<file path="src/rtl/gtfw_pkg.sv">
package gtfw_pkg;

    localparam int SCREEN_W = 32;
    localparam int SCREEN_H = 8;
    localparam int NPIX     = SCREEN_W * SCREEN_H;
    localparam int ADDR_W   = $clog2(NPIX);

    localparam int GLYPH_N    = 5;
    localparam int GLYPH_BITS = GLYPH_N * GLYPH_N;
    localparam int CHAR_GAP   = 1;
    localparam int CHAR_PITCH = GLYPH_N + CHAR_GAP;

    // largest linear position a draw can reach, before the drop check
    localparam int POS_MAX = 255 * SCREEN_W + 255 + CHAR_PITCH * 255
                           + (GLYPH_N - 1) * SCREEN_W + (GLYPH_N - 1);
    localparam int POS_W   = $clog2(POS_MAX + 1);
    localparam int LEN_W   = 11;

    localparam logic [1:0] MODE_DRAW  = 2'd0;
    localparam logic [1:0] MODE_CLEAR = 2'd1;
    localparam logic [1:0] MODE_READ  = 2'd2;

    localparam logic [7:0] CHAR_ZERO   = 8'h30;
    localparam logic [7:0] CHAR_NINE   = 8'h39;
    localparam logic [3:0] SLOT_COLON  = 4'd10;
    localparam logic [7:0] PIXEL_ON    = 8'hFF;

    typedef enum logic [2:0] {
        S_IDLE,
        S_CLEAR,
        S_DRAW,
        S_READ,
        S_DONE
    } t_state;

    function automatic logic [3:0] f_glyph_slot(input logic [7:0] code);
        logic [3:0] slot;
        slot = SLOT_COLON;
        if (code inside {[CHAR_ZERO:CHAR_NINE]}) begin
            slot = 4'(code - CHAR_ZERO);
        end
        return slot;
    endfunction

    // bit r*5+c is glyph row r, column c; rows concatenated bottom row first
    function automatic logic [GLYPH_BITS-1:0] f_glyph_bits(input logic [3:0] slot);
        logic [GLYPH_BITS-1:0] g;
        case (slot)
            4'd0:    g = {5'h1F, 5'h11, 5'h11, 5'h11, 5'h1F};
            4'd1:    g = {5'h04, 5'h04, 5'h04, 5'h04, 5'h04};
            4'd2:    g = {5'h1F, 5'h01, 5'h1F, 5'h10, 5'h1F};
            4'd3:    g = {5'h1F, 5'h10, 5'h1F, 5'h10, 5'h1F};
            4'd4:    g = {5'h08, 5'h08, 5'h1F, 5'h09, 5'h0E};
            4'd5:    g = {5'h1F, 5'h10, 5'h1F, 5'h01, 5'h1F};
            4'd6:    g = {5'h1F, 5'h11, 5'h1F, 5'h01, 5'h1F};
            4'd7:    g = {5'h04, 5'h08, 5'h08, 5'h10, 5'h1F};
            4'd8:    g = {5'h1F, 5'h11, 5'h1F, 5'h11, 5'h1F};
            4'd9:    g = {5'h10, 5'h10, 5'h1F, 5'h11, 5'h1F};
            default: g = {5'h00, 5'h04, 5'h00, 5'h04, 5'h00};
        endcase
        return g;
    endfunction

endpackage

</file>
<file path="src/rtl/glyph_text_framebuffer_writer.sv">
// draw: one glyph pixel written per cycle; nothing is drawn if string_length*GLYPH_N >= SCREEN_W
// clear: one entry zeroed per cycle
// read: the result comes from the registered read of the framebuffer
// one item at a time: the input is ready again in the same cycle as the result enters the output
// reset: synchronous, active low; a clearing pass over all SCREEN_W*SCREEN_H entries (256 here)
// follows reset, during which no item is accepted
module glyph_text_framebuffer_writer
    import gtfw_pkg::*;
(
    input  logic       i_clk,
    input  logic       i_rst_n,
    input  logic       i_in_valid,
    output logic       o_in_ready,
    input  logic [1:0] i_mode,
    input  logic [7:0] i_char_code,
    input  logic [7:0] i_row,
    input  logic [7:0] i_col,
    input  logic [7:0] i_char_index,
    input  logic [7:0] i_string_length,
    output logic       o_out_valid,
    input  logic       i_out_ready,
    output logic [7:0] o_pixel_value,
    output logic       o_drawn
);

    logic               r_mem [NPIX];
    logic               r_rd_bit;

    t_state             r_state,     n_state;
    logic [ADDR_W-1:0]  r_addr,      n_addr;
    logic [POS_W-1:0]   r_pos,       n_pos;
    logic [2:0]         r_gr,        n_gr;
    logic [2:0]         r_gc,        n_gc;
    logic [GLYPH_BITS-1:0] r_glyph,  n_glyph;
    logic               r_init,      n_init;
    logic               r_rd_ok,     n_rd_ok;
    logic               r_drawn,     n_drawn;
    logic               r_out_valid, n_out_valid;
    logic [7:0]         r_out_pix,   n_out_pix;
    logic               r_out_drawn, n_out_drawn;

    logic               w_en;
    logic [ADDR_W-1:0]  w_addr;
    logic               w_data;
    logic               in_fire;
    logic [POS_W-1:0]   rd_lin;
    logic [LEN_W-1:0]   len_x5;

    assign o_in_ready    = (r_state == S_IDLE);
    assign in_fire       = i_in_valid && o_in_ready;
    assign o_out_valid   = r_out_valid;
    assign o_pixel_value = r_out_pix;
    assign o_drawn       = r_out_drawn;

    assign rd_lin = POS_W'(i_row) * POS_W'(SCREEN_W) + POS_W'(i_col);
    assign len_x5 = LEN_W'(i_string_length) * LEN_W'(GLYPH_N);

    always_ff @(posedge i_clk) begin
        if (w_en) begin
            r_mem[w_addr] <= w_data;
        end
        r_rd_bit <= r_mem[r_addr];
    end

    always_ff @(posedge i_clk) begin
        if (!i_rst_n) begin
            r_state     <= S_CLEAR;
            r_addr      <= '0;
            r_init      <= 1'b1;
            r_rd_ok     <= 1'b0;
            r_drawn     <= 1'b0;
            r_out_valid <= 1'b0;
        end else begin
            r_state     <= n_state;
            r_addr      <= n_addr;
            r_init      <= n_init;
            r_rd_ok     <= n_rd_ok;
            r_drawn     <= n_drawn;
            r_out_valid <= n_out_valid;
        end
        r_pos       <= n_pos;
        r_gr        <= n_gr;
        r_gc        <= n_gc;
        r_glyph     <= n_glyph;
        r_out_pix   <= n_out_pix;
        r_out_drawn <= n_out_drawn;
    end

    always_comb begin
        n_state     = r_state;
        n_addr      = r_addr;
        n_pos       = r_pos;
        n_gr        = r_gr;
        n_gc        = r_gc;
        n_glyph     = r_glyph;
        n_init      = r_init;
        n_rd_ok     = r_rd_ok;
        n_drawn     = r_drawn;
        n_out_valid = r_out_valid && !i_out_ready;
        n_out_pix   = r_out_pix;
        n_out_drawn = r_out_drawn;
        w_en        = 1'b0;
        w_addr      = r_addr;
        w_data      = 1'b0;

        case (r_state)
            S_IDLE: begin
                if (in_fire) begin
                    n_rd_ok = 1'b0;
                    n_drawn = 1'b0;
                    case (i_mode)
                        MODE_DRAW: begin
                            if (len_x5 < LEN_W'(SCREEN_W)) begin
                                n_drawn = 1'b1;
                                n_pos   = POS_W'(i_row) * POS_W'(SCREEN_W)
                                        + POS_W'(i_col)
                                        + POS_W'(i_char_index) * POS_W'(CHAR_PITCH);
                                n_gr    = '0;
                                n_gc    = '0;
                                n_glyph = f_glyph_bits(f_glyph_slot(i_char_code));
                                n_state = S_DRAW;
                            end else begin
                                n_state = S_DONE;
                            end
                        end
                        MODE_CLEAR: begin
                            n_addr  = '0;
                            n_state = S_CLEAR;
                        end
                        MODE_READ: begin
                            n_rd_ok = (i_row < 8'(SCREEN_H)) && (i_col < 8'(SCREEN_W));
                            n_addr  = ADDR_W'(rd_lin);
                            n_state = S_READ;
                        end
                        default: begin
                            n_state = S_DONE;
                        end
                    endcase
                end
            end

            S_CLEAR: begin
                w_en   = 1'b1;
                w_addr = r_addr;
                w_data = 1'b0;
                n_addr = r_addr + 1'b1;
                if (r_addr == ADDR_W'(NPIX - 1)) begin
                    n_addr  = '0;
                    n_init  = 1'b0;
                    // the pass after reset gives no result
                    n_state = r_init ? S_IDLE : S_DONE;
                end
            end

            S_DRAW: begin
                // pixels past the last one are dropped
                w_en    = (r_pos < POS_W'(NPIX));
                w_addr  = ADDR_W'(r_pos);
                w_data  = r_glyph[0];
                n_glyph = r_glyph >> 1;
                if (r_gc == 3'(GLYPH_N - 1)) begin
                    n_gc  = '0;
                    n_gr  = r_gr + 3'd1;
                    n_pos = r_pos + POS_W'(SCREEN_W - (GLYPH_N - 1));
                    if (r_gr == 3'(GLYPH_N - 1)) begin
                        n_state = S_DONE;
                    end
                end else begin
                    n_gc  = r_gc + 3'd1;
                    n_pos = r_pos + POS_W'(1);
                end
            end

            S_READ: begin
                // memory read data lands in r_rd_bit at this edge
                n_state = S_DONE;
            end

            S_DONE: begin
                if (!r_out_valid || i_out_ready) begin
                    n_out_valid = 1'b1;
                    n_out_pix   = (r_rd_ok && r_rd_bit) ? PIXEL_ON : 8'd0;
                    n_out_drawn = r_drawn;
                    n_state     = S_IDLE;
                end
            end

            default: begin
                n_state = S_IDLE;
            end
        endcase
    end

endmodule

</file>
<file path="config.mk">
export PLATFORM = sky130hd
export DESIGN_NAME = glyph_text_framebuffer_writer
export DESIGN_NICKNAME = d
export VERILOG_FILES = /design/src/rtl/gtfw_pkg.sv /design/src/rtl/glyph_text_framebuffer_writer.sv
export SDC_FILE = /design/constraint.sdc
export NUM_CORES = 1
export LEC_CHECK = 0
export ABC_AREA = 0
export BUFFER_PORTS_ARGS = -buffer_cell sky130_fd_sc_hd__buf_2
export CORE_ASPECT_RATIO = 1.2
export CORE_MARGIN = 1.5
export CORE_UTILIZATION = 30
export DETAILED_ROUTE_END_ITERATION = 16
export GPL_ROUTABILITY_DRIVEN = 0
export PLACE_DENSITY = 0.5
export SETUP_SLACK_MARGIN = 0.05
export SYNTH_ARGS = -nofsm -noshare
export SYNTH_HDL_FRONTEND = slang
export SYNTH_SLANG_ARGS = --single-unit
</file>
<file path="constraint.sdc">
create_clock -name i_clk -period 5.7 [get_ports i_clk]
set_input_delay 0.285 -clock i_clk [delete_from_list [all_inputs] [get_ports i_clk]]
set_output_delay 0.285 -clock i_clk [all_outputs]
set_load 0.005 [all_outputs]
</file>
== After elaboration in Yosys (flattened, before gate mapping) ==
Memories as Yosys holds them, arrays and structs flattened. A register that Yosys moved wholly into a read port is not among the register bits.
Cells that the tools add are included.

* Add/sub/neg operators: 8
* Div/mod/pow operators: 0
* Bitwise logic cells: 0
* Shift operators: 0
* Multiply operators: 2
* Eq/ne operators: 17
* Reductions and logical operators: 19
* Muxes and demuxes: 45
* Order comparisons: 6

{| class="wikitable"
|+ Operator list
! kind !! count
|-
| $mux 25 || 3
|-
| $mux 14 || 4
|-
| $pmux 25 s2 || 1
|-
| $mux 3 || 12
|-
| $mux 8 || 4
|-
| $pmux 8 s2 || 2
|-
| $pmux 14 s2 || 1
|-
| $mux 4 || 5
|-
| $pmux 3 s5 || 1
|-
| $add 13x8->14 || 1
|-
| $add 14x1->14 const B || 1
|-
| $add 14x11->14 || 1
|-
| $add 14x5->14 const B || 1
|-
| $lt 14x9->1 const B || 1
|-
| $pmux 3 s2 || 2
|-
| $lt 11x6->1 const B || 1
|-
| $mul 8x3->11 const B || 1
|-
| $mul 8x2->10 const B || 1
|-
| $reduce_and 5->1 || 2
|-
| $eq 3x3->1 const B || 3
|-
| $pmux 3 s3 || 1
|-
| $add 8x1->8 const B || 1
|-
| $eq 8x8->1 const B || 1
|-
| $ge 8x6->1 const B || 1
|-
| 23 further kinds || 45
|}

* Output and inout port bits: 11
* Memories: 2
* Bits in latches: 0
* Logic and storage cells: 111
* Memory bits (read-only): 368
* Input bits: 46
* Register bits: 69
* RAM bits: 256

{| class="wikitable"
|+ Memories
! name !! depth !! bits a word !! rd ports !! clocked after memory_dff !! write ports !! RTL line !! source
|-
| (no name shown) || 16 || 23 || 1 || 0 || 0 || gtfw_pkg.sv:48 || <nowiki>case (slot)</nowiki>
|-
| r_mem || 256 || 1 || 1 || 1 || 1 || glyph_text_framebuffer_writer.sv:26 || <nowiki>logic r_mem [NPIX];</nowiki>
|}

== Logic depth before layout (Yosys ltp) ==
An unclocked memory read counts as a cell.

* Depth after elaboration: 12
* Depth in mapped cells: 15
* Mapped depth without buffers: 15

== Worst setup path before layout ==
No wires, ideal clock.

* Kind: reg-to-reg
* Start: register r_state[1]
* End: memory r_mem[0], data pin
* Period minus slack after synthesis: 5.578 ns
* Setup slack: 0.122 ns
* Path buffers: 3
* Data required time: 4.830 ns
* Setup time: 0.870 ns
* Data arrival time: 4.709 ns
* Cell stages (with the launch flop): 6
* Cells stage by stage: dfxtp_1 nor3b_1 buf_2 clkbuf_1 clkbuf_1 and2_1

* Word-level cells in the longest chain between the ends: 2

{| class="wikitable"
|+ RTL lines
! item !! RTL line !! source
|-
| start, declared || glyph_text_framebuffer_writer.sv:29 || <nowiki>t_state r_state, n_state;</nowiki>
|-
| start signal, assigned || glyph_text_framebuffer_writer.sv:74 || <nowiki>r_state <= n_state;</nowiki>
|-
| $eq 3x2->1 || glyph_text_framebuffer_writer.sv:106 || <nowiki>case (r_state)</nowiki>
|-
| $mux 1 || glyph_text_framebuffer_writer.sv:106 ||
|-
| via w_data || glyph_text_framebuffer_writer.sv:44 || <nowiki>logic w_data;</nowiki>
|-
| end, declared || glyph_text_framebuffer_writer.sv:26 ||
|}

The timed path passes the listed nets, and every way through them passes these cells.

== Worst setup path in the final report ==
* Start: register r_state[1]
* End: memory r_mem[188], enable pin

* Word-level cells in the longest chain between the ends: 4
* Elaborated cells between the ends (all ways): 6
* Classes of those cells: 2 x eq/ne; 4 x mux

{| class="wikitable"
|+ RTL lines
! item !! RTL line !! source
|-
| $eq 3x2->1 or $eq 3x1->1 (tied branches) || glyph_text_framebuffer_writer.sv:106 ||
|-
| $pmux 1 s2 || glyph_text_framebuffer_writer.sv:106 ||
|-
| $mux 1 || glyph_text_framebuffer_writer.sv:59 || <nowiki>if (w_en) begin</nowiki>
|-
| $mux 1 (not written as such) || glyph_text_framebuffer_writer.sv:60 || <nowiki>r_mem[w_addr] <= w_data;</nowiki>
|}

Several ways; a longest one is shown, not always the timed one.

==> metrics.txt <==
type of origin of the critical path flop; # rows 92; Setup Skew 0.03103 ns; Post CTS Setup Buffer Count 0; pwr dens 286.3 nW/um^2; clock sink count 319; minimum clock period between 3 and 4 ns; # diodes 0; peak supply drop 141.5 uV; cts hold-fix bufs 0; largest net degree at the start of global routing 133; grt ovf 0; DR WL/cell 19.66 um; worst-case clock buffer depth 3; sequential fraction of the synthesis area 0.5887; Setup Viol. Count Final 0; dpl hpwl 24810 um; DRC viols 0; Yosys reg bits about 320; fin. max-slew vios 0; root buffer cell clkbuf_16; post_cts resized 0; mean area per synthesized cell approximately 12 um^2; initial antenna violation count 0; Sw Pwr around 1.2 mW; syn nets around 1.4k; first-pass GRT wire length 62250 um; beginning of the critical path r_state[1]; asr flop ratio synth 0; Worst-Skew Late Latency 0.54 ns; Data required, critical path 5.91 ns; cell family with most CP delay simple AND/OR/NAND/NOR gates; via/cell ratio 5.054; Setup CP Type flop to flop; Yosys warning count 0; Cell Int Power 3.937 mW; RSZ-0062 raised after global routing no; die height 256.0 um; die area roughly 55000 um^2; Clock Power Share 0.420; Non-Filler Instances 2049; Post-Syn Area 16000 um^2; sw frac 0.2316; All-Layer GR Usage 0.1487; IO Pins 57; TritonCTS clock tree built; Hold Crit Start i_rst_n; routed wire length 40280 um; dpl cells 1985; Final Hold Fails 0; vias in the first global route 10.31k; share of layout cells above drive strength 1 0.1451; Primary FF master, synth edfxtp_1; Lkg Pwr between 5 and 6 nW; Worst Max-Slew Pin Slew 1.180 ns; endpoint type of the worst setup path flop; most frequent cells in the layout nor2_1, edfxtp_1, nand2_1; critical path, cell by cell or3b_2, buf_4, o31ai_2, nand2_1, nor2_1; Worst slew margin 0.2131; port bufs between 50 and 60; Tcrit/Tclk final 0.5855; worst-path fanout max 37; crit path buf inv count 1; max cap viols 0; Logic pwr share 0.076; top achievable clock speed 299.6 MHz; commonest non-fill, non-tap cell in the layout nor2_1; Final ANT Viol Nets 0; area grow syn2layout 11.86%; Post-layout nets 1415; CTS Buf Count 37; synthesized instance count approximately 1.3k; clock-pin slew on the worst setup and hold paths 0.06 ns; Hold WC Path Type input pin to flop; core box area 52610 um^2; Critical Path AT 3.54 ns; Die Width 213.8 um; CP peak stage delay 0.76 ns; setup TNS 0 ns; H-tree depth 2; DRT Pass-1 Iters 5; R2R Path Start r_state[1]; effective utilization at floorplan 0.3041; number of synthesized flops with an enable pin 303; run status complete, no violations; fill cell count 5227; CP max stage cell nand2_1; DR vias 10.36k; DRT iter0 DRCs 918; Seq pwr share 0.504; Unique masters post-synth 76
==> area by class of cell <==
class | instances | area (um^2) | area share
timing repair buffer | 69 | 390.4 | 0.02181
clock buffer | 47 | 984.7 | 0.05502
inverter | 30 | 112.6 | 0.006292
clock inverter | 17 | 88.84 | 0.004964
multi-input combinational | 862 | 6011 | 0.3359
sequential | 319 | 9427 | 0.5267
tap | 705 | 882.1 | 0.04929
==> cell families (layout without fill, tap and decap cells) <==
logic type	after synthesis	count (layout)	synth area share
AO/OA/AOI/OAI	183	183	0.07961
XOR/XNOR	33	33	0.01807
AND/OR/NAND/NOR	518	518	0.1402
multiplexers	78	78	0.09650
flip-flops	319	319	0.5887
buffers and inverters	116	163	0.03636
adder cells (fa/ha/maj)	50	50	0.04051
==> Yosys cell counts, types with 11 or more instances <==
cell type / number / area (um^2)
a21oi_1: 37 / 185.2
a22oi_1: 13 / 97.59
a31oi_1: 12 / 75.07
and2_1: 11 / 68.82
buf_2: 31 / 155.2
buf_4: 13 / 97.59
clkbuf_1: 31 / 116.4
dfxtp_1: 16 / 320.3
edfxtp_1: 303 / 9099
ha_1: 47 / 588.1
inv_1: 29 / 108.9
mux2i_1: 17 / 170.2
mux4_2: 49 / 1104
nand2_1: 90 / 337.8
nand2b_1: 11 / 68.82
nand3_1: 25 / 125.1
nor2_1: 307 / 1152
nor2b_1: 12 / 75.07
o21a_1: 12 / 90.09
o21ai_0: 27 / 135.1
xnor2_1: 24 / 210.2
==> metrics by stage <==
| stage | hold WS [ns] | setup slack (ns) | power [mW] | cell area [um^2] | util |
|---|---|---|---|---|---|
| floorplan | 0.4081 | 0.1219 | 2.909 | 16000 | - |
| detailed placement | 0.4284 | 2.323 | 3.031 | 16820 | 0.3198 |
| global placement | 0.4308 | 2.348 | 3.029 | 16820 | 0.3198 |
| global route | 0.06284 | 2.213 | 5.313 | 17900 | 0.3402 |
| finish | 0.06513 | 2.363 | 5.124 | 17900 | 0.3402 |
| CTS | 0.06304 | 2.358 | 5.190 | 17900 | 0.3402 |
==> sequential cells by signal (all words and copies together) (netlist names) <==
signal	cells
r_mem	256
r_glyph	25
r_pos	14
r_addr	8
r_gc	3
r_gr	3
r_state	3
o_drawn	1
o_out_valid	1
o_pixel_value	1
r_drawn	1
r_init	1
r_rd_bit	1
r_rd_ok	1
==> power groups by stage <==
stage / clock network, mW / logic [mW] / registers (mW)
after global placement: 0 / 0.393 / 2.64
after floorplan: 0 / 0.313 / 2.60
after CTS: 2.21 / 0.397 / 2.59
after detailed placement: 0 / 0.395 / 2.64
after global routing: 2.29 / 0.434 / 2.59
final: 2.15 / 0.390 / 2.58
==> final timing paths <==
check / to / slack [ns] / depth (start not counted)
worst max-delay path: r_mem[188] / 2.36 / 5
worst min-delay path: r_init / 0.07 / 2
worst max register to register: r_mem[188] / 2.36 / 5
worst min register to register: o_drawn / 0.44 / 0
==> metal layers <==
metal / global-route usage / vias up / routed length (um)
met3: 0.01988 / 70 / 1590
met2: 0.2565 / 210 / 20340
met1: 0.1946 / 5268 / 17430
met5: 0 / - / 0
li1: - / 4807 / -
met4: 0.03912 / 0 / 920
No activity file was read; power rests on OpenSTA's default activity.
